$ cat config.mk
export PLATFORM = sky130hd
export DESIGN_NAME = ring_fifo_first_unique_unit
export DESIGN_NICKNAME = d
export VERILOG_FILES = /design/src/hw/rtl/rffu_pkg.sv /design/src/hw/rtl/rffu_ram.sv /design/src/hw/rtl/rffu_front.sv /design/src/hw/rtl/rffu_cmdq.sv /design/src/hw/rtl/rffu_back.sv /design/src/hw/rtl/ring_fifo_first_unique_unit.sv
export SDC_FILE = /design/constraint.sdc
export NUM_CORES = 1
export LEC_CHECK = 0
export CAP_MARGIN = 25
export CORE_ASPECT_RATIO = 1.1
export CORE_MARGIN = 10
export CORE_UTILIZATION = 45
export CTS_BUF_LIST = sky130_fd_sc_hd__clkbuf_4
export DETAILED_ROUTE_END_ITERATION = 7
export DONT_BUFFER_PORTS = 1
export GPL_ROUTABILITY_DRIVEN = 1
export SYNTH_ARGS = -nofsm -noshare
export SYNTH_HDL_FRONTEND = slang
export SYNTH_SLANG_ARGS = --single-unit
$ cat constraint.sdc
create_clock -name aclk -period 3.54 [get_ports aclk]
set_input_delay 0.177 -clock aclk [delete_from_list [all_inputs] [get_ports aclk]]
set_output_delay 0.177 -clock aclk [all_outputs]
set_load 0.01 [all_outputs]
$ cat src/hw/rtl/rffu_pkg.sv
`timescale 1ns / 1ps

package rffu_pkg;

    // Default queue depth handed to the top level
    localparam int DEPTH_DEF = 8;

    // Command queue between front and back
    localparam int CMDQ_DEPTH = 2;
    localparam int CMDQ_AW    = $clog2(CMDQ_DEPTH);
    localparam int CMDQ_CW    = $clog2(CMDQ_DEPTH + 1);

    typedef enum logic [1:0] {
        ACT_ENQ   = 2'd0,
        ACT_DEQ   = 2'd1,
        ACT_PEEK  = 2'd2,
        ACT_QUERY = 2'd3
    } action_t;

    typedef enum logic [1:0] {
        ST_OK    = 2'd0,
        ST_FULL  = 2'd1,
        ST_EMPTY = 2'd2,
        ST_NONE  = 2'd3
    } status_t;

    typedef struct packed {
        logic [1:0] action;
        logic [7:0] data;
    } in_item_t;

    typedef struct packed {
        logic [1:0] status;
        logic [7:0] value;
    } out_item_t;

    // Classified command, as queued for the back end
    typedef struct packed {
        action_t    act;
        logic [7:0] data;
    } cmd_t;

    typedef enum logic [1:0] {
        BK_IDLE,
        BK_READ,
        BK_OUTER,
        BK_INNER
    } back_state_t;

endpackage

$ cat src/hw/rtl/rffu_ram.sv
`timescale 1ns / 1ps

module rffu_ram #(
    parameter int WIDTH = 8,
    parameter int DEPTH = 8
) (
    input  logic                     aclk,
    input  logic                     we,
    input  logic [$clog2(DEPTH)-1:0] waddr,
    input  logic [WIDTH-1:0]         wdata,
    input  logic [$clog2(DEPTH)-1:0] raddr_a,
    output logic [WIDTH-1:0]         rdata_a,
    input  logic [$clog2(DEPTH)-1:0] raddr_b,
    output logic [WIDTH-1:0]         rdata_b
);

    logic [WIDTH-1:0] mem_reg [DEPTH];
    logic [WIDTH-1:0] rdata_a_reg;
    logic [WIDTH-1:0] rdata_b_reg;

    always_ff @(posedge aclk) begin
        if (we) begin
            mem_reg[waddr] <= wdata;
        end
        rdata_a_reg <= mem_reg[raddr_a];
        rdata_b_reg <= mem_reg[raddr_b];
    end

    assign rdata_a = rdata_a_reg;
    assign rdata_b = rdata_b_reg;

endmodule

$ cat src/hw/rtl/rffu_front.sv
`timescale 1ns / 1ps

module rffu_front
    import rffu_pkg::*;
(
    input  logic     aclk,
    input  logic     aresetn,
    input  logic     s_valid,
    output logic     s_ready,
    input  in_item_t s_data,
    output logic     cmd_valid,
    input  logic     cmd_ready,
    output cmd_t     cmd
);

    logic vld_reg;
    logic vld_next;
    cmd_t cmd_reg;
    cmd_t cmd_next;

    assign s_ready = !vld_reg || cmd_ready;

    // Classify: only enqueue carries a byte
    always_comb begin
        vld_next = vld_reg;
        cmd_next = cmd_reg;
        if (s_valid && s_ready) begin
            vld_next     = 1'b1;
            cmd_next.act = action_t'(s_data.action);
            cmd_next.data = (action_t'(s_data.action) == ACT_ENQ) ? s_data.data : 8'd0;
        end else if (cmd_ready) begin
            vld_next = 1'b0;
        end
    end

    always_ff @(posedge aclk) begin
        if (!aresetn) begin
            vld_reg <= 1'b0;
        end else begin
            vld_reg <= vld_next;
        end
        cmd_reg <= cmd_next;
    end

    assign cmd_valid = vld_reg;
    assign cmd       = cmd_reg;

endmodule

$ cat src/hw/rtl/rffu_cmdq.sv
`timescale 1ns / 1ps

module rffu_cmdq
    import rffu_pkg::*;
(
    input  logic aclk,
    input  logic aresetn,
    input  logic push_valid,
    output logic push_ready,
    input  cmd_t push_cmd,
    output logic pop_valid,
    input  logic pop_ready,
    output cmd_t pop_cmd
);

    cmd_t               slot_reg [CMDQ_DEPTH];
    logic [CMDQ_AW-1:0] wr_ptr_reg;
    logic [CMDQ_AW-1:0] wr_ptr_next;
    logic [CMDQ_AW-1:0] rd_ptr_reg;
    logic [CMDQ_AW-1:0] rd_ptr_next;
    logic [CMDQ_CW-1:0] fill_reg;
    logic [CMDQ_CW-1:0] fill_next;
    logic               do_push;
    logic               do_pop;

    assign push_ready = fill_reg != CMDQ_CW'(CMDQ_DEPTH);
    assign pop_valid  = fill_reg != '0;
    assign pop_cmd    = slot_reg[rd_ptr_reg];
    assign do_push    = push_valid && push_ready;
    assign do_pop     = pop_valid && pop_ready;

    always_comb begin
        wr_ptr_next = do_push ? wr_ptr_reg + 1'b1 : wr_ptr_reg;
        rd_ptr_next = do_pop ? rd_ptr_reg + 1'b1 : rd_ptr_reg;
        fill_next   = fill_reg;
        if (do_push && !do_pop) begin
            fill_next = fill_reg + 1'b1;
        end else if (do_pop && !do_push) begin
            fill_next = fill_reg - 1'b1;
        end
    end

    always_ff @(posedge aclk) begin
        if (!aresetn) begin
            wr_ptr_reg <= '0;
            rd_ptr_reg <= '0;
            fill_reg   <= '0;
        end else begin
            wr_ptr_reg <= wr_ptr_next;
            rd_ptr_reg <= rd_ptr_next;
            fill_reg   <= fill_next;
        end
        if (do_push) begin
            slot_reg[wr_ptr_reg] <= push_cmd;
        end
    end

endmodule

$ cat src/hw/rtl/rffu_back.sv
`timescale 1ns / 1ps

module rffu_back
    import rffu_pkg::*;
#(
    parameter int DEPTH = DEPTH_DEF
) (
    input  logic                     aclk,
    input  logic                     aresetn,
    input  logic                     cmd_valid,
    output logic                     cmd_ready,
    input  cmd_t                     cmd,
    output logic                     m_valid,
    input  logic                     m_ready,
    output out_item_t                m_data,
    output logic                     ram_we,
    output logic [$clog2(DEPTH)-1:0] ram_waddr,
    output logic [7:0]               ram_wdata,
    output logic [$clog2(DEPTH)-1:0] ram_raddr_a,
    input  logic [7:0]               ram_rdata_a,
    output logic [$clog2(DEPTH)-1:0] ram_raddr_b,
    input  logic [7:0]               ram_rdata_b
);

    localparam int IDX_W = $clog2(DEPTH);
    localparam int CNT_W = $clog2(DEPTH + 1);

    back_state_t state_reg;
    back_state_t state_next;

    logic [IDX_W-1:0] head_reg, head_next;
    logic [IDX_W-1:0] tail_reg, tail_next;
    logic [CNT_W-1:0] count_reg, count_next;
    logic [IDX_W-1:0] p_reg, p_next;
    logic [IDX_W-1:0] q_reg, q_next;
    logic [CNT_W-1:0] i_reg, i_next;
    logic [CNT_W-1:0] j_reg, j_next;
    logic [1:0]       hits_reg, hits_next;
    action_t          act_reg, act_next;
    logic             out_valid_reg, out_valid_next;
    out_item_t        out_reg, out_next;

    logic       out_free;
    logic       start;
    logic       is_empty;
    logic       is_full;
    logic       eq;
    logic [1:0] hits_inc;
    logic       last_cmp;
    logic       stop;
    logic       unique_hit;
    logic       last_outer;

    function automatic logic [IDX_W-1:0] wrap_inc(input logic [IDX_W-1:0] idx);
        return (idx == IDX_W'(DEPTH - 1)) ? '0 : idx + 1'b1;
    endfunction

    assign out_free   = !out_valid_reg || m_ready;
    assign start      = (state_reg == BK_IDLE) && cmd_valid && out_free;
    assign is_empty   = count_reg == '0;
    assign is_full    = count_reg == CNT_W'(DEPTH);
    assign eq         = ram_rdata_b == ram_rdata_a;
    // saturating match count: 0, 1, or "two or more"
    assign hits_inc   = eq ? ((hits_reg == 2'd0) ? 2'd1 : 2'd2) : hits_reg;
    assign last_cmp   = j_reg == count_reg;
    assign stop       = last_cmp || (hits_inc == 2'd2);
    assign unique_hit = last_cmp && (hits_inc == 2'd1);
    assign last_outer = (i_reg + 1'b1) == count_reg;

    // Next state
    always_comb begin
        state_next = state_reg;
        unique case (state_reg)
            BK_IDLE: begin
                if (start) begin
                    unique case (cmd.act)
                        ACT_ENQ:   state_next = BK_IDLE;
                        ACT_DEQ,
                        ACT_PEEK:  state_next = is_empty ? BK_IDLE : BK_READ;
                        ACT_QUERY: state_next = is_empty ? BK_IDLE : BK_OUTER;
                        default:   state_next = BK_IDLE;
                    endcase
                end
            end
            BK_READ:  state_next = BK_IDLE;
            BK_OUTER: state_next = BK_INNER;
            BK_INNER: begin
                if (stop) begin
                    state_next = (unique_hit || last_outer) ? BK_IDLE : BK_OUTER;
                end
            end
            default:  state_next = BK_IDLE;
        endcase
    end

    // Datapath and outputs
    always_comb begin
        head_next      = head_reg;
        tail_next      = tail_reg;
        count_next     = count_reg;
        p_next         = p_reg;
        q_next         = q_reg;
        i_next         = i_reg;
        j_next         = j_reg;
        hits_next      = hits_reg;
        act_next       = act_reg;
        out_valid_next = out_valid_reg && !m_ready;
        out_next       = out_reg;
        cmd_ready      = 1'b0;
        ram_we         = 1'b0;
        ram_waddr      = tail_reg;
        ram_wdata      = cmd.data;
        ram_raddr_a    = (state_reg == BK_IDLE) ? head_reg : p_reg;
        ram_raddr_b    = q_reg;

        unique case (state_reg)
            BK_IDLE: begin
                if (start) begin
                    cmd_ready = 1'b1;
                    act_next  = cmd.act;
                    if (cmd.act == ACT_ENQ) begin
                        out_valid_next = 1'b1;
                        out_next.value = 8'd0;
                        if (is_full) begin
                            out_next.status = ST_FULL;
                        end else begin
                            out_next.status = ST_OK;
                            ram_we          = 1'b1;
                            tail_next       = wrap_inc(tail_reg);
                            count_next      = count_reg + 1'b1;
                        end
                    end else if (is_empty) begin
                        out_valid_next  = 1'b1;
                        out_next.status = ST_EMPTY;
                        out_next.value  = 8'd0;
                    end else begin
                        p_next = head_reg;
                        i_next = '0;
                    end
                end
            end
            BK_READ: begin
                out_valid_next  = 1'b1;
                out_next.status = ST_OK;
                out_next.value  = ram_rdata_a;
                if (act_reg == ACT_DEQ) begin
                    head_next  = wrap_inc(head_reg);
                    count_next = count_reg - 1'b1;
                end
            end
            BK_OUTER: begin
                ram_raddr_b = head_reg;
                q_next      = wrap_inc(head_reg);
                j_next      = CNT_W'(1);
                hits_next   = 2'd0;
            end
            BK_INNER: begin
                q_next    = wrap_inc(q_reg);
                j_next    = j_reg + 1'b1;
                hits_next = hits_inc;
                if (stop) begin
                    if (unique_hit) begin
                        out_valid_next  = 1'b1;
                        out_next.status = ST_OK;
                        out_next.value  = ram_rdata_a;
                    end else if (last_outer) begin
                        out_valid_next  = 1'b1;
                        out_next.status = ST_NONE;
                        out_next.value  = 8'd0;
                    end else begin
                        p_next = wrap_inc(p_reg);
                        i_next = i_reg + 1'b1;
                    end
                end
            end
            default: begin
            end
        endcase
    end

    always_ff @(posedge aclk) begin
        if (!aresetn) begin
            state_reg     <= BK_IDLE;
            head_reg      <= '0;
            tail_reg      <= '0;
            count_reg     <= '0;
            out_valid_reg <= 1'b0;
        end else begin
            state_reg     <= state_next;
            head_reg      <= head_next;
            tail_reg      <= tail_next;
            count_reg     <= count_next;
            out_valid_reg <= out_valid_next;
        end
        p_reg    <= p_next;
        q_reg    <= q_next;
        i_reg    <= i_next;
        j_reg    <= j_next;
        hits_reg <= hits_next;
        act_reg  <= act_next;
        out_reg  <= out_next;
    end

    assign m_valid = out_valid_reg;
    assign m_data  = out_reg;

endmodule

$ cat src/hw/rtl/ring_fifo_first_unique_unit.sv
`timescale 1ns / 1ps

// Channel | Dir | Handshake          | Payload
// s_      | in  | s_valid / s_ready  | s_data : in_item_t  {action, data}
// m_      | out | m_valid / m_ready  | m_data : out_item_t {status, value}
//
// Back-end work per item: enqueue, full and empty finish in the idle state;
// dequeue and peek add a read state for the RAM read; query tests candidates in
// turn, each candidate doing at most n = occupancy compares, until a unique one.
// The nested scan over the slot RAM sets the cost of a query.
// Reset: aresetn synchronous, active low; clears pointers, count and handshakes.
// Stalls: front register and a 2-entry command queue keep taking transfers while
// the back end scans or m_ready is low; the back end waits on a held result.

module ring_fifo_first_unique_unit
    import rffu_pkg::*;
#(
    parameter int DEPTH = DEPTH_DEF
) (
    input  logic      aclk,
    input  logic      aresetn,
    input  logic      s_valid,
    output logic      s_ready,
    input  in_item_t  s_data,
    output logic      m_valid,
    input  logic      m_ready,
    output out_item_t m_data
);

    localparam int IDX_W = $clog2(DEPTH);

    // front -> command queue
    logic fr_valid;
    logic fr_ready;
    cmd_t fr_cmd;

    // command queue -> back end
    logic q_valid;
    logic q_ready;
    cmd_t q_cmd;

    // slot RAM
    logic             ram_we;
    logic [IDX_W-1:0] ram_waddr;
    logic [7:0]       ram_wdata;
    logic [IDX_W-1:0] ram_raddr_a;
    logic [7:0]       ram_rdata_a;
    logic [IDX_W-1:0] ram_raddr_b;
    logic [7:0]       ram_rdata_b;

    // Accept and classify each transfer
    rffu_front u_front (
        .aclk      (aclk),
        .aresetn   (aresetn),
        .s_valid   (s_valid),
        .s_ready   (s_ready),
        .s_data    (s_data),
        .cmd_valid (fr_valid),
        .cmd_ready (fr_ready),
        .cmd       (fr_cmd)
    );

    // Decouples front from back
    rffu_cmdq u_cmdq (
        .aclk       (aclk),
        .aresetn    (aresetn),
        .push_valid (fr_valid),
        .push_ready (fr_ready),
        .push_cmd   (fr_cmd),
        .pop_valid  (q_valid),
        .pop_ready  (q_ready),
        .pop_cmd    (q_cmd)
    );

    // Executes commands against the ring and owns the result register
    rffu_back #(
        .DEPTH (DEPTH)
    ) u_back (
        .aclk        (aclk),
        .aresetn     (aresetn),
        .cmd_valid   (q_valid),
        .cmd_ready   (q_ready),
        .cmd         (q_cmd),
        .m_valid     (m_valid),
        .m_ready     (m_ready),
        .m_data      (m_data),
        .ram_we      (ram_we),
        .ram_waddr   (ram_waddr),
        .ram_wdata   (ram_wdata),
        .ram_raddr_a (ram_raddr_a),
        .ram_rdata_a (ram_rdata_a),
        .ram_raddr_b (ram_raddr_b),
        .ram_rdata_b (ram_rdata_b)
    );

    // Ring storage: port A holds the candidate, port B walks the queue
    rffu_ram #(
        .WIDTH (8),
        .DEPTH (DEPTH)
    ) u_slots (
        .aclk    (aclk),
        .we      (ram_we),
        .waddr   (ram_waddr),
        .wdata   (ram_wdata),
        .raddr_a (ram_raddr_a),
        .rdata_a (ram_rdata_a),
        .raddr_b (ram_raddr_b),
        .rdata_b (ram_rdata_b)
    );

endmodule

==> impl_metrics.json <==
{
  "rows": 47,
  "crit_arrival_ps": 3080,
  "status": "finished clean",
  "cp.required_ps": 3720,
  "drtPass1Iterations": 4,
  "path_buf_inv": 0,
  "avgSynthCellArea_um2": 15.90,
  "setup_viol": 0,
  "drtIter0Drc": 217,
  "grt_max_degree": 21,
  "slowest_delay_ps": 500,
  "synth_area_mm2": 0.007029,
  "largest_reg_flops": 64,
  "finish.utilization": 0.5123,
  "fin_tns_setup_ps": 0,
  "grt_pass1_vias": 3914,
  "vias": 3778,
  "rsz0062_at_grt": "false",
  "async_reset_ff_frac": 0,
  "max_clock_freq_mhz": 345.0,
  "cap_violations": 0,
  "root_buffer": "clkbuf_4",
  "r2r_cells": 7,
  "drtAntennaViolNets": 0,
  "ys_seq_area_frac": 0.6209,
  "critPathCaptureType": "register",
  "synth_edf_count": 122,
  "place_congestion": 0.7231,
  "synthCells": 442,
  "antenna_found_initial": 2,
  "internal_power_mw": 3.125,
  "p_leak_nw": 2.799,
  "synth.distinct_cells": 49,
  "ys_ff_latch": 157,
  "fin_skew_ps": 19.86,
  "io_buffers": 0,
  "track_usage": 0.1314,
  "drive_above_1_share": 0.2033,
  "cts_hold_buf": 13,
  "max-slew-margin-rel": 0.3354,
  "grt_pass1_wl_um": 21190,
  "worst_pin_slew_ps": 994.8,
  "synth_flop_cell": "edfxtp_1",
  "yosys-top-cells-count": "122 x edfxtp_1, 35 x dfxtp_1, 28 x mux2_2",
  "synthTopCellsByArea": "edfxtp_1 52%, dfxtp_1 10%, mux4_1 6.0%",
  "tritoncts": "done",
  "hold_end": "u_front.cmd[3]$_SDFFCE_PP0P_",
  "gr-total-overflow": 0,
  "slowest_stage": "o21bai_1",
  "fillers": 1286,
  "combPwrFrac": 0.166,
  "r2r_end": "u_back.m_data[8]$_DFFE_PP_",
  "worstHoldStart": "s_valid",
  "path_cells": "ha_1 -> xnor2_1 -> xnor2_1 -> nor4_1 -> a211oi_1 -> nor4_1 -> o21bai_1",
  "yosys.cell_count.top_type": "edfxtp_1",
  "min_period_ps": 2898,
  "crit_family": "simple AND/OR/NAND/NOR gates",
  "initial_utilization": 0.4633,
  "clk_path_buf_depth": 2,
  "dpl.hpwl_um": 8931,
  "routedWlPerCell_um": 19.24,
  "post_cts_buffers": 0,
  "ir_worst_vdd_uv": 282.4,
  "worst_setup_path_start_kind": "register",
  "ios": 26,
  "pwr-share-seq": 0.559,
  "worstSetupPathType": "register to register",
  "numCtsBuffers": 17,
  "synth.top_cell.area_share": 0.5212,
  "netSwitchingFraction": 0.2888,
  "crit_fanout": 10,
  "wirelength_um": 13180,
  "hold_class": "input pin to register",
  "cts.sinks": 157,
  "whs_ps": 98.09,
  "fin_crit_sh": 0.8187,
  "p_clk_frac": 0.275,
  "die_h_um": 151.1,
  "coreArea_mm2": 0.01517,
  "clock_latency_ps": 560,
  "cts_resized": 0,
  "total_power_mw": 4.393,
  "cts_max_level": 4,
  "finalHoldViolations": 0,
  "clkTransAtPathRegs_ps": 140,
  "min_path_cells": 1,
  "ys.warnings.count": 0,
  "syn_to_final_growth_pct": 10.57,
  "rr_startpoint": "u_back.i_reg[0]$_SDFFCE_PN0P_",
  "syn-num-nets": 473,
  "die-area_mm2": 0.02103,
  "die_width_um": 139.2,
  "final_max_slew_viol_count": 0,
  "synth_largest_area_cell": "edfxtp_1",
  "viasPerCell": 5.515,
  "r2r_slack_ps": 640,
  "nNetsFinal": 505,
  "pwr_density_cell_mw_per_mm2": 565.2,
  "p_switching_mw": 1.269,
  "drc": 0
}
==> power groups by stage <==
| stage | registers, mW | clock network [mW] | logic (mW) |
|---|---|---|---|
| 2_1_floorplan | 2.42 | 0 | 0.587 |
| 4_1_cts | 2.46 | 1.25 | 0.739 |
| 5_1_grt | 2.48 | 1.33 | 0.813 |
| 6_report | 2.45 | 1.21 | 0.728 |
| 3_3_place_gp | 2.50 | 0 | 0.702 |
| 3_5_place_dp | 2.51 | 0 | 0.718 |
==> cell usage in the layout, fill, tap and decap left out, types with 2 or more instances in the layout <==
| cell | count |
|---|---|
| a211oi_1 | 3 |
| a21boi_0 | 4 |
| a21oi_1 | 10 |
| and2_1 | 22 |
| and3_1 | 3 |
| and4_1 | 2 |
| buf_4 | 16 |
| bufinv_16 | 3 |
| clkbuf_4 | 17 |
| clkinv_4 | 3 |
| dfxtp_1 | 35 |
| diode_2 | 2 |
| dlygate4sd3_1 | 13 |
| edfxtp_1 | 122 |
| ha_1 | 16 |
| inv_1 | 12 |
| inv_6 | 3 |
| inv_8 | 5 |
| mux2_2 | 28 |
| mux2i_1 | 11 |
| mux4_1 | 16 |
| mux4_2 | 16 |
| nand2_1 | 14 |
| nand2b_1 | 4 |
| nand3_1 | 4 |
| nand3b_1 | 2 |
| nand4_1 | 3 |
| nor2_1 | 16 |
| nor2b_1 | 11 |
| nor3_1 | 10 |
| nor4_1 | 4 |
| o21ai_0 | 9 |
| o21bai_1 | 2 |
| o31ai_1 | 2 |
| xnor2_1 | 18 |
| xor2_1 | 10 |
==> worst max-delay path by stage <==
stage,startpoint,end,slack [ps],cells past startpoint
2_1_floorplan,register,u_slots.mem_reg[0][0]$_DFFE_PP_,790,6
3_3_place_gp,u_back.i_reg[0]$_SDFFCE_PN0P_,u_back.m_data[2]$_DFFE_PP_,780,7
3_5_place_dp,u_back.i_reg[0]$_SDFFCE_PN0P_,u_back.m_data[7]$_DFFE_PP_,690,7
4_1_cts,u_back.i_reg[0]$_SDFFCE_PN0P_,u_back.m_data[9]$_DFFE_PP_,650,7
5_1_grt,u_back.i_reg[0]$_SDFFCE_PN0P_,u_back.m_data[8]$_DFFE_PP_,380,7
6_report,u_back.i_reg[0]$_SDFFCE_PN0P_,u_back.m_data[8]$_DFFE_PP_,640,7
==> worst register-to-register path: stages, from the launching register on <==
cell	delay (ps)
edfxtp_1	480
ha_1	240
xnor2_1	260
xnor2_1	110
nor4_1	420
a211oi_1	170
nor4_1	340
o21bai_1	500
==> routing by layer <==
layer / GRT usage / vias to the layer above / share of wire
met5: 0 / - / 0
met4: 0.05271 / 0 / 0.019
met3: 0.03602 / 19 / 0.057
met2: 0.2282 / 92 / 0.50
met1: 0.1517 / 1890 / 0.42
li1: - / 1777 / -
==> logic make-up (layout without fill, tap and decap cells) <==
logic type      count (synthesis)  count (layout)  synth area share
simple gates                  102             102           0.08419
flops                         157             157            0.6209
fa+ha+maj                      17              17           0.03133
xor+xnor                       28              28           0.03489
compound gates                 36              36           0.03257
buf+inv                        29              74           0.01940
mux                            73              73            0.1768
other cells                     0               2                 0
==> final cells by class <==
class	count	area [um2]	area share
sequential	157	4364	0.5615
multi-input combinational	256	2529	0.3253
timing repair buffer	29	250.2	0.03220
tap	196	245.2	0.03155
clock inverter	15	202.7	0.02608
clock buffer	17	127.6	0.01642
inverter	13	48.80	0.006278
antenna	2	5.005	0.0006439
==> stage by stage <==
step                cells  setup WS (ps)  area (um2)
global route          684          379.8        7770
CTS                   683          652.0        7767
finish                685          641.8        7772
detailed placement    638          690.3        7307
floorplan             442          786.7        7029
global placement      638          779.5        7307
(Power assumes the default switching activity.)
